## config.mk

```make
export PLATFORM = sky130hd
export DESIGN_NAME = dequant_idct4x4_row_predict
export DESIGN_NICKNAME = d
export VERILOG_FILES = /design/src/rtl/core/diq_pkg.sv /design/src/rtl/core/diq_front.sv /design/src/rtl/core/diq_back.sv /design/src/rtl/core/dequant_idct4x4_row_predict.sv
export SDC_FILE = /design/constraint.sdc
export NUM_CORES = 2
export LEC_CHECK = 0
export ABC_CLOCK_PERIOD_IN_PS = 9900
export CAP_MARGIN = 20
export CORE_MARGIN = 4
export CORE_UTILIZATION = 55
export DETAILED_ROUTE_END_ITERATION = 7
export DONT_BUFFER_PORTS = 1
export PLACE_DENSITY = 0.7
export SKIP_CTS_REPAIR_TIMING = 1
export SYNTH_ARGS = -nofsm -noshare
export SYNTH_HDL_FRONTEND = slang
export SYNTH_HIERARCHICAL = 1
export SYNTH_SLANG_ARGS = --single-unit
```

## constraint.sdc

```tcl
create_clock -name clock -period 9.9 [get_ports clock]
set_clock_uncertainty 0.05 [all_clocks]
set_input_delay 0.99 -clock clock [delete_from_list [all_inputs] [get_ports clock]]
set_output_delay 0.99 -clock clock [all_outputs]
set_load 0.01 [all_outputs]
```

## src/rtl/core/diq_pkg.sv

```systemverilog
// shared types, constants and basis table for the dequant / idct / row predict block
package diq_pkg;
   localparam int N = 4;
   localparam int NN = 16;
   localparam int FRAC = 14;
   localparam int LVL_W = 12;
   localparam int STEP_W = 7;
   localparam int COEF_W = 18;
   localparam int RES_W = 20;
   localparam int SMP_W = 22;
   localparam int IDX_W = 4;
   localparam int N_W = 2;
   localparam int QD = 2;
   localparam logic [STEP_W-1:0] STEP_RESET = 7'd8;

   // basis[u][x] in Q14: 8192, 10703/4433, 8192, 4433/10703
   function automatic logic signed [15:0] basis(input logic [N_W-1:0] u,
                                                input logic [N_W-1:0] x);
      logic signed [15:0] b;
      case ({u, x})
         4'h0, 4'h1, 4'h2, 4'h3: b = 16'sd8192;
         4'h4: b = 16'sd10703;
         4'h5: b = 16'sd4433;
         4'h6: b = -16'sd4433;
         4'h7: b = -16'sd10703;
         4'h8, 4'hb: b = 16'sd8192;
         4'h9, 4'ha: b = -16'sd8192;
         4'hc: b = 16'sd4433;
         4'hd: b = -16'sd10703;
         4'he: b = 16'sd10703;
         4'hf: b = -16'sd4433;
         default: b = 16'sd0;
      endcase
      return b;
   endfunction

   typedef struct packed {
      logic signed [COEF_W-1:0] coef;
      logic last;
   } coef_beat_type;
endpackage

```

## src/rtl/core/diq_front.sv

```systemverilog
// front: accepts levels, dequantizes and tags the block's last beat
module diq_front import diq_pkg::*; (
   input  logic clock,
   input  logic reset,
   input  logic [STEP_W-1:0] step,
   input  logic in_valid,
   output logic in_ready,
   input  logic signed [LVL_W-1:0] level,
   output logic out_valid,
   input  logic out_ready,
   output coef_beat_type out_beat
);
   logic [IDX_W-1:0] cnt_ff, cnt_in;
   logic [QD-1:0] wp_ff, wp_in, rp_ff, rp_in;
   logic [QD:0] fill_ff, fill_in;
   coef_beat_type q_ff [2**QD];
   logic signed [LVL_W+STEP_W:0] prod;
   coef_beat_type b;
   logic push, pop;

   assign prod = level * $signed({1'b0, step});
   always_comb begin
      if (prod > $signed(20'sd131071)) b.coef = 18'sh1ffff;
      else if (prod < $signed(-20'sd131072)) b.coef = 18'sh20000;
      else b.coef = prod[COEF_W-1:0];
      b.last = (cnt_ff == IDX_W'(NN - 1));
   end

   assign in_ready = (fill_ff != (QD+1)'(2**QD));
   assign out_valid = (fill_ff != '0);
   assign out_beat = q_ff[rp_ff];
   assign push = in_valid && in_ready;
   assign pop = out_valid && out_ready;
   assign cnt_in = push ? cnt_ff + 1'b1 : cnt_ff;
   assign wp_in = push ? wp_ff + 1'b1 : wp_ff;
   assign rp_in = pop ? rp_ff + 1'b1 : rp_ff;
   assign fill_in = fill_ff + (QD+1)'(push) - (QD+1)'(pop);

   always_ff @(posedge clock) begin
      if (reset) begin
         cnt_ff <= '0; wp_ff <= '0; rp_ff <= '0; fill_ff <= '0;
      end else begin
         cnt_ff <= cnt_in; wp_ff <= wp_in; rp_ff <= rp_in; fill_ff <= fill_in;
      end
      if (push) q_ff[wp_ff] <= b;
   end
endmodule

```

## src/rtl/core/diq_back.sv

```systemverilog
// back: coefficient store, shared multiply-accumulate transform, row sum output
module diq_back import diq_pkg::*; (
   input  logic clock,
   input  logic reset,
   input  logic in_valid,
   output logic in_ready,
   input  coef_beat_type in_beat,
   output logic out_valid,
   input  logic out_ready,
   output logic signed [SMP_W-1:0] sample,
   output logic last
);
   typedef enum logic [3:0] {
      LOAD = 4'b0001, MAC = 4'b0010, FIN = 4'b0100, EMIT = 4'b1000
   } st_type;
   st_type st_ff, st_in;
   logic signed [COEF_W-1:0] coef_ff [NN];
   logic [IDX_W-1:0] ld_ff, k_ff, t_ff, k_in, t_in;
   logic signed [49:0] acc_ff, acc_in;
   logic signed [31:0] bb_ff;
   logic signed [COEF_W-1:0] c_ff;
   logic p_ff;
   logic signed [49:0] term;
   logic signed [49:0] mag, rnd;
   logic signed [RES_W-1:0] res;
   logic signed [SMP_W:0] sum;
   logic signed [SMP_W-1:0] row_ff, row_in;
   logic ov_ff;
   logic lst_ff;

   assign in_ready = (st_ff == LOAD);
   assign term = bb_ff * c_ff;
   // round half away from zero, then saturate to 20 bits
   always_comb begin
      mag = acc_ff < 0 ? -acc_ff : acc_ff;
      rnd = (mag + 50'sd8192 * 2 * 8192) >>> (2 * FRAC);
      if (acc_ff < 0) rnd = -rnd;
      if (rnd > 50'sd524287) res = 20'sh7ffff;
      else if (rnd < -50'sd524288) res = 20'sh80000;
      else res = rnd[RES_W-1:0];
      sum = (k_ff[N_W-1:0] == '0) ? (SMP_W+1)'(res) : row_ff + res;
      if (sum > 23'sd2097151) row_in = 22'sh1fffff;
      else if (sum < -23'sd2097152) row_in = 22'sh200000;
      else row_in = sum[SMP_W-1:0];
   end

   assign out_valid = ov_ff;
   assign sample = row_ff;
   // flag held with the sample, since k moves on while the sample waits
   assign last = ov_ff && lst_ff;

   always_comb begin
      st_in = st_ff; k_in = k_ff; t_in = t_ff; acc_in = acc_ff;
      case (st_ff)
         LOAD: if (in_valid && in_beat.last) begin
            st_in = MAC; k_in = '0; t_in = '0; acc_in = '0;
         end
         MAC: begin
            if (p_ff) acc_in = acc_ff + term;
            t_in = t_ff + 1'b1;
            if (t_ff == IDX_W'(NN - 1)) st_in = FIN;
         end
         FIN: begin
            if (p_ff) acc_in = acc_ff + term;
            st_in = EMIT;
         end
         EMIT: if (!ov_ff || out_ready) begin
            acc_in = '0;
            if (k_ff == IDX_W'(NN - 1)) st_in = LOAD;
            else begin
               k_in = k_ff + 1'b1; st_in = MAC;
            end
         end
         default: st_in = LOAD;
      endcase
   end

   always_ff @(posedge clock) begin
      if (reset) begin
         st_ff <= LOAD; ld_ff <= '0; p_ff <= 1'b0; ov_ff <= 1'b0; row_ff <= '0;
         lst_ff <= 1'b0;
      end else begin
         st_ff <= st_in;
         p_ff <= (st_ff == MAC);
         if (in_valid && in_ready) ld_ff <= ld_ff + 1'b1;
         if (st_ff == EMIT && (!ov_ff || out_ready)) begin
            ov_ff <= 1'b1; row_ff <= row_in;
            lst_ff <= (k_ff == IDX_W'(NN - 1));
         end else if (ov_ff && out_ready) ov_ff <= 1'b0;
      end
      k_ff <= k_in; t_ff <= t_in; acc_ff <= acc_in;
      if (in_valid && in_ready) coef_ff[ld_ff] <= in_beat.coef;
      // term index t = u*4+v; output k = x*4+y
      bb_ff <= basis(t_ff[3:2], k_ff[3:2]) * basis(t_ff[1:0], k_ff[1:0]);
      c_ff <= coef_ff[t_ff];
   end
endmodule

```

## src/rtl/core/dequant_idct4x4_row_predict.sv

```systemverilog
// top level: dequantize, 4x4 inverse dct and row prediction undo
// first sample follows the sixteenth level beat via the MAC, FIN and EMIT states
// 16 level beats load at one a cycle in LOAD, then 16 samples before the next block
// one shared coefficient multiplier and accumulator, 16 products per sample
// reset is synchronous and active high: clears the beat count, queue and row sum
// quant_step resets to 8
module dequant_idct4x4_row_predict import diq_pkg::*; (
   input  logic clock,
   input  logic reset,
   input  logic req_tvalid,
   output logic req_tready,
   input  logic [15:0] req_tdata,   // [11:0] level
   output logic rsp_tvalid,
   input  logic rsp_tready,
   output logic [23:0] rsp_tdata,   // [21:0] sample
   output logic rsp_tlast,          // last_of_block
   input  logic csr_valid,
   output logic csr_ready,
   input  logic [STEP_W-1:0] csr_data
);
   logic [STEP_W-1:0] step_ff;
   logic q_valid, q_ready;
   coef_beat_type q_beat;
   logic signed [SMP_W-1:0] smp;

   assign csr_ready = 1'b1;
   always_ff @(posedge clock) begin
      if (reset) step_ff <= STEP_RESET;
      else if (csr_valid) step_ff <= csr_data;
   end

   // front part: dequantize into the short queue
   diq_front u_front (
      .clock, .reset, .step(step_ff),
      .in_valid(req_tvalid), .in_ready(req_tready),
      .level(req_tdata[LVL_W-1:0]),
      .out_valid(q_valid), .out_ready(q_ready), .out_beat(q_beat)
   );

   // back part: transform and row sum
   diq_back u_back (
      .clock, .reset,
      .in_valid(q_valid), .in_ready(q_ready), .in_beat(q_beat),
      .out_valid(rsp_tvalid), .out_ready(rsp_tready),
      .sample(smp), .last(rsp_tlast)
   );

   assign rsp_tdata = {2'b00, smp};
endmodule

```

# After elaboration in Yosys (flattened, before gate mapping)
# Memories as Yosys holds them, arrays and structs flattened. A register that Yosys moved wholly into a read port is not among the register bits.
# Cells that the tools add are included.
[op_classes]
n_addsub = 13
multipliers = 3
n_lt_le_gt_ge = 7
eq_ne = 13
muxes = 31
reduce_logical = 19
[op_table]
columns = ["cell", "n"]
rows = [
  ["50-bit two-way mux", 5],
  ["50-bit case mux with 3 select lines", 1],
  ["50-bit by 29-bit adder with 50-bit output, second input constant", 1],
  ["50-bit adder", 1],
  ["50-bit by 20-bit greater-than comparator with 1-bit output, second input constant", 1],
  ["50-bit by 1-bit < comparator with 1-bit output, second input constant", 1],
  ["50-bit by 20-bit < comparator with 1-bit output, second input constant", 1],
  ["32-bit by 18-bit multiplier with 50-bit output", 1],
  ["22-bit negation with 50-bit output", 1],
  ["50-bit negation", 1],
  ["22-bit two-way mux", 2],
  ["20-bit two-way mux", 2],
  ["18-bit two-way mux", 2],
  ["16-bit by 16-bit multiplier with 32-bit output", 1],
  ["4-bit two-way mux", 6],
  ["22-bit by 20-bit adder with 23-bit output", 1],
  ["23-bit by 22-bit greater-than comparator with 1-bit output, second input constant", 1],
  ["23-bit by 22-bit < comparator with 1-bit output, second input constant", 1],
  ["23-bit two-way mux", 1],
  ["20-bit by 18-bit greater-than comparator with 1-bit output, second input constant", 1],
  ["20-bit by 18-bit < comparator with 1-bit output, second input constant", 1],
  ["12-bit by 8-bit multiplier with 20-bit output", 1],
  ["4-bit by 1-bit adder with 4-bit output, second input constant", 4],
  ["4-bit == test, second input constant", 4],
  ["other kinds (23)", 44],
]
[totals]
ff_bits = 141
ramBits = 364
romBits = 512
inputBits = 28
out_inout_bits = 28
wordCells = 105
n_memories = 4
[mem_list]
columns = ["name", "depth", "word_bits", "rd", "rd_clocked_by_memory_dff", "write_ports", "line", "text"]
rows = [
  ["u_back.coef_ff", 16, 18, 1, 1, 1, "diq_back.sv:17", "logic signed [COEF_W-1:0] coef_ff [NN];"],
  ["(name not given)", 16, 16, 1, 0, 0, "diq_pkg.sv:20", "case ({u, x})"],
  ["(name not given)", 16, 16, 1, 0, 0, "diq_pkg.sv:20", ""],
  ["u_front.q_ff", 4, 19, 1, 1, 1, "diq_front.sv:16", "coef_beat_type q_ff [2**QD];"],
]

# Logic depth before layout (Yosys ltp)
[logic_depth]
depth_word = 13
depth_mapped = 39
depth_no_buf = 34

# Modules after synthesis
# The synthesis kept the hierarchy.
[by_module_without_submodules]
columns = ["module", "n_inst", "cells_each", "area_each_um2", "seq_area_each_um2"]
rows = [
  ["diq_back", 1, 4380, 47750.8, 12051.6],
  ["diq_front", 1, 586, 6811.5, 2542.4],
  ["dequant_idct4x4_row_predict", 1, 27, 281.5, 140.1],
]

# Worst setup path before layout
# OpenSTA, ideal clock, no wires.
[synth_timing]
kind = "reg-to-reg"
startpoint = "register u_back.acc_ff[49]"
endpoint = "register u_back.row_ff[16] (netlist: u_back/sample[16])"
setup_ns = 0.114
arrival_ns = 8.486
t_required_ns = 9.736
setup_slack_ns = 1.250
stages_incl_launch_ff = 37
path_buffers = 8
synth_period_minus_slack_ns = 8.650
path_cell_list = "edfxtp_1 > clkbuf_1 > clkbuf_1 > buf_1 > clkbuf_1 > buf_1 > o21ai_0 > xnor2_1 > ha_1 > and3_1 > a31oi_1 > mux2i_1 > a22oi_1 > or3_1 > or2_0 > clkbuf_1 > or4_4 > a221oi_4 > nand2_2 > nand2_1 > buf_2 > nand2_1 > ha_1 > a21oi_1 > nor2b_1 > a311o_1 > o311a_1 > o211ai_1 > nand3b_1 > o21ai_0 > xnor2_1 > nor2_1 > o21ai_1 > or2_2 > clkbuf_1 > a21oi_1 > a2111oi_0"
[synth_between]
elab_chain_cells = 13
elab_cells_between_ends = 16
classes_between = "4 x add/sub; 5 x order compare; 7 x mux"
[synth_lines]
columns = ["element", "line", "text"]
rows = [
  ["start: declaration", "diq_back.sv:19", "logic signed [49:0] acc_ff, acc_in;"],
  ["start signal: assignment", "diq_back.sv:91", "k_ff <= k_in; t_ff <= t_in; acc_ff <= acc_in;"],
  ["50-bit negation / 50-bit by 1-bit < comparator with 1-bit output (equally long branches)", "diq_back.sv:35, diq_back.sv:37", ""],
  ["50-bit two-way mux", "diq_back.sv:35", "mag = acc_ff < 0 ? -acc_ff : acc_ff;"],
  ["50-bit by 29-bit adder with 50-bit output", "diq_back.sv:36", "rnd = (mag + 50'sd8192 * 2 * 8192) >>> (2 * FRAC);"],
  ["22-bit negation with 50-bit output", "diq_back.sv:37", "if (acc_ff < 0) rnd = -rnd;"],
  ["50-bit two-way mux (*)", "diq_back.sv:37", ""],
  ["50-bit by 20-bit < comparator with 1-bit output", "diq_back.sv:39", "else if (rnd < -50'sd524288) res = 20'sh80000;"],
  ["20-bit two-way mux", "diq_back.sv:39", ""],
  ["20-bit two-way mux (*)", "diq_back.sv:38", "if (rnd > 50'sd524287) res = 20'sh7ffff;"],
  ["22-bit by 20-bit adder with 23-bit output", "diq_back.sv:41", "sum = (k_ff[N_W-1:0] == '0) ? (SMP_W+1)'(res) : row_ff + res;"],
  ["23-bit two-way mux (*)", "diq_back.sv:41", ""],
  ["23-bit by 22-bit < comparator with 1-bit output", "diq_back.sv:43", "else if (sum < -23'sd2097152) row_in = 22'sh200000;"],
  ["22-bit two-way mux", "diq_back.sv:43", ""],
  ["22-bit two-way mux (*)", "diq_back.sv:42", "if (sum > 23'sd2097151) row_in = 22'sh1fffff;"],
  ["end signal: assignment", "diq_back.sv:80", "st_ff <= LOAD; ld_ff <= '0; p_ff <= 1'b0; ov_ff <= 1'b0; row_ff <= '0;"],
  ["end signal: assignment", "diq_back.sv:87", "ov_ff <= 1'b1; row_ff <= row_in;"],
  ["end: declaration", "diq_back.sv:27", "logic signed [SMP_W-1:0] row_ff, row_in;"],
]
# Mark *: on every way between the ends. The rest lies on a longest branch, timed or not.
# A chain may end at the register's enable or synchronous reset.

# Final worst setup path
[layout_timing]
startpoint = "register u_back.acc_ff[12]"
endpoint = "register u_back.row_ff[2] (netlist: u_back/sample[2])"
# The elaborated chain is that of the path after synthesis.

==> impl_metrics.env <==
export IMPL_cp_slowest_stage_delay_ns=0.62
export IMPL_h_tree_depth=2
export IMPL_cts_root_buf="clkbuf_16"
export IMPL_grt_max_degree=56
export IMPL_r2r_slack_ns=0.65
export IMPL_drt_pass1_iter_count=6
export IMPL_drc=0
export IMPL_grt_total_usage_pct=26.19
export IMPL_setup_tns_ns=0
export IMPL_routed_via_density=5.666
export IMPL_critPathBufInv=0
export IMPL_core_um2=98710
export IMPL_die_area_um2=104800
export IMPL_synth_area_um2=54840
export IMPL_dp_cells=6167
export IMPL_drtIter0Drc=2979
export IMPL_min_path_type="input port to register"
export IMPL_cp_start_kind="register"
export IMPL_synth_edff_count=422
export IMPL_synthCells=4993
export IMPL_clock_latency_ns=0.68
export IMPL_cap_violations=0
export IMPL_ant_nets=0
export IMPL_synthArstFlopShare_pct=0
export IMPL_fin_util_pct=59.14
export IMPL_status="finished clean"
export IMPL_fill_cells=8111
export IMPL_cts_sinks=525
export IMPL_cp_depth=33
export IMPL_max_slew_margin_pct=24.96
export IMPL_die_h_um=323.8
export IMPL_crit_path_end="u_back/sample[2]$_SDFFE_PP0P_"
export IMPL_instances_no_fill=6275
export IMPL_antenna_found_initial=3
export IMPL_critical_path_class="register to register"
export IMPL_worst_pin_slew_ns=1.121
export IMPL_worst_ep_arrival_time_ns=9.72
export IMPL_crit_path_start="u_back/acc_ff[12]$_SDFFCE_PN0P_"
export IMPL_grt_pass1_wl_um=211400
export IMPL_path_max_fanout=7
export IMPL_rsz0062_at_grt="no"
export IMPL_cp_end_kind="register"
export IMPL_hold_viol_final=0
export IMPL_synth_cell_types=94
export IMPL_numPortBuffers=0
export IMPL_r2r_end="u_back/sample[2]$_SDFFE_PP0P_"
export IMPL_yosysWarnings=6
export IMPL_hold_slack_ns=0.3345
export IMPL_synthToLayoutAreaGrowth_pct=6.433
export IMPL_reg2reg_from="u_back/acc_ff[12]$_SDFFCE_PN0P_"
export IMPL_cts_tree="done"
export IMPL_cp_required_ns=10.36
export IMPL_die_w_um=323.8
export IMPL_seq_area_frac_synth_pct=26.87
export IMPL_synth_area_per_cell_um2=10.98
export IMPL_worst_path_most_repeated_cell="nand2_1"
export IMPL_numCtsBuffers=56
export IMPL_setup_violations_final=0
export IMPL_timing_final_max_slew_violations=0
export IMPL_wirelength_um=131600
export IMPL_initial_core_util_pct=55.56
export IMPL_slowest_stage="a31oi_1"
export IMPL_ys_ff_latch=525
export IMPL_layout_drive_gt1_share_pct=7.499
export IMPL_ioPinCount=56
export IMPL_vias=35560
export IMPL_fin_crit_sh_pct=93.48
export IMPL_row_count=115
export IMPL_grt_overflow=0
export IMPL_r2r_cells=33
export IMPL_routedWlPerCell_um=20.98
export IMPL_globalplace_congestion=0.9349
export IMPL_ys_flop_type="edfxtp_1"
export IMPL_crit_family="simple AND/OR/NAND/NOR gates"
export IMPL_final_common_cell="inv_1"
export IMPL_clockBufferDepth=3
export IMPL_grt_pass1_vias=37330
export IMPL_fin_nets=6178
export IMPL_timing_fmax_mhz=108.1
export IMPL_period_minus_slack_ns=9.255
export IMPL_hpwlAfterDp_um=99410
export IMPL_path_clk_slew_ns=0.07
export IMPL_final_cell_mix="993 x inv_1, 909 x fa_1, 557 x nand2_1"
==> metrics by stage <==
step	instance area, µm²	setup slack, ns
floorplan	54850	1.250
global placement	56400	0.5995
CTS	58340	0.4479
detailed placement	56400	0.5089
global route	58370	0.05231
finish	58370	0.6453
==> worst register-to-register path: cells and delay by family, from the launching register on <==
| kind | cells | cell delay, ns |
|---|---|---|
| xor+xnor | 2 | 0.32 |
| simple gates | 14 | 3.80 |
| flops | 1 | 0.48 |
| compound gates | 14 | 3.54 |
| fa+ha+maj | 3 | 0.93 |
==> cells in the mapped netlist, types with 21 or more instances <==
| library cell | count | share of area [%] |
|---|---|---|
| mux4_2 | 109 | 4.5 |
| nand3_1 | 24 | 0.22 |
| dfxtp_1 | 103 | 3.8 |
| nor3_1 | 39 | 0.36 |
| nand2_1 | 558 | 3.8 |
| inv_1 | 993 | 6.8 |
| nor2b_1 | 22 | 0.25 |
| mux2i_1 | 23 | 0.42 |
| edfxtp_1 | 422 | 23 |
| a211oi_1 | 21 | 0.29 |
| nor4_1 | 23 | 0.26 |
| clkbuf_1 | 178 | 1.2 |
| a21oi_1 | 123 | 1.1 |
| fa_1 | 909 | 33 |
| a21o_1 | 43 | 0.59 |
| xnor2_1 | 123 | 2.0 |
| o21ai_0 | 76 | 0.69 |
| and3_1 | 29 | 0.33 |
| ha_1 | 301 | 6.9 |
| and2_1 | 239 | 2.7 |
| xor2_1 | 78 | 1.2 |
| nand2b_1 | 52 | 0.59 |
| nor2_1 | 213 | 1.5 |
==> cells by family after synthesis <==
| kind of cell | count (synthesis) | share of synthesized area [%] |
|---|---|---|
| and+or+nand+nor | 1284 | 11.17 |
| adders and majority gates | 1210 | 40.05 |
| buffers and inverters | 1200 | 8.304 |
| DFF | 525 | 26.87 |
| AOI/OAI and AO/OA | 434 | 5.377 |
| xor gates and xnor gates | 203 | 3.269 |
| muxes | 135 | 4.957 |
| other | 2 | 0.01369 |
==> area by class of cell <==
cell class | count | area [µm²] | area share [%]
sequential | 525 | 14740 | 25.26
timing repair buffer | 93 | 701.9 | 1.202
clock inverter | 37 | 451.7 | 0.7738
multi-input combinational | 3269 | 35640 | 61.06
clock buffer | 68 | 1488 | 2.549
antenna | 1 | 2.502 | 0.004287
tap | 1287 | 1610 | 2.759
inverter | 995 | 3735 | 6.398
==> sequential cells by signal (all words and copies together), names as in the netlist, 7 cells and up, named ones only <==
signal	count
step_ff	7
u_back/c_ff	18
u_front/q_ff	76
u_back/coef_ff	288
u_back/sample	22
u_back/bb_ff	32
u_back/acc_ff	50
==> routing by layer <==
metal	up-vias	GRT usage, %	share of wire [%]
met4	0	7.399	3.0
li1	15740	-	-
met5	-	0	0
met2	1409	42.22	47
met1	18190	37.06	42
met3	215	4.611	8.3
==> worst min-delay path by stage <==
stage,start,cells after the start,slack (ns),endpoint
final,reset,1,0.33,step_ff[4]$_SDFFE_PP0P_
after global routing,reset,1,0.31,step_ff[6]$_SDFFE_PP0P_
after global placement,u_front/cnt_ff[1]$_SDFFE_PP0P_,2,0.41,u_front/cnt_ff[1]$_SDFFE_PP0P_
after detailed placement,u_front/cnt_ff[1]$_SDFFE_PP0P_,2,0.43,u_front/cnt_ff[1]$_SDFFE_PP0P_
after floorplan,u_back/lst_ff$_SDFFE_PP0P_,2,0.38,u_back/lst_ff$_SDFFE_PP0P_
after CTS,reset,1,0.28,step_ff[4]$_SDFFE_PP0P_
Power is left out: the tool's default activity adds up to more than one toggle a clock period on the data nets, which glitch-free logic cannot reach.
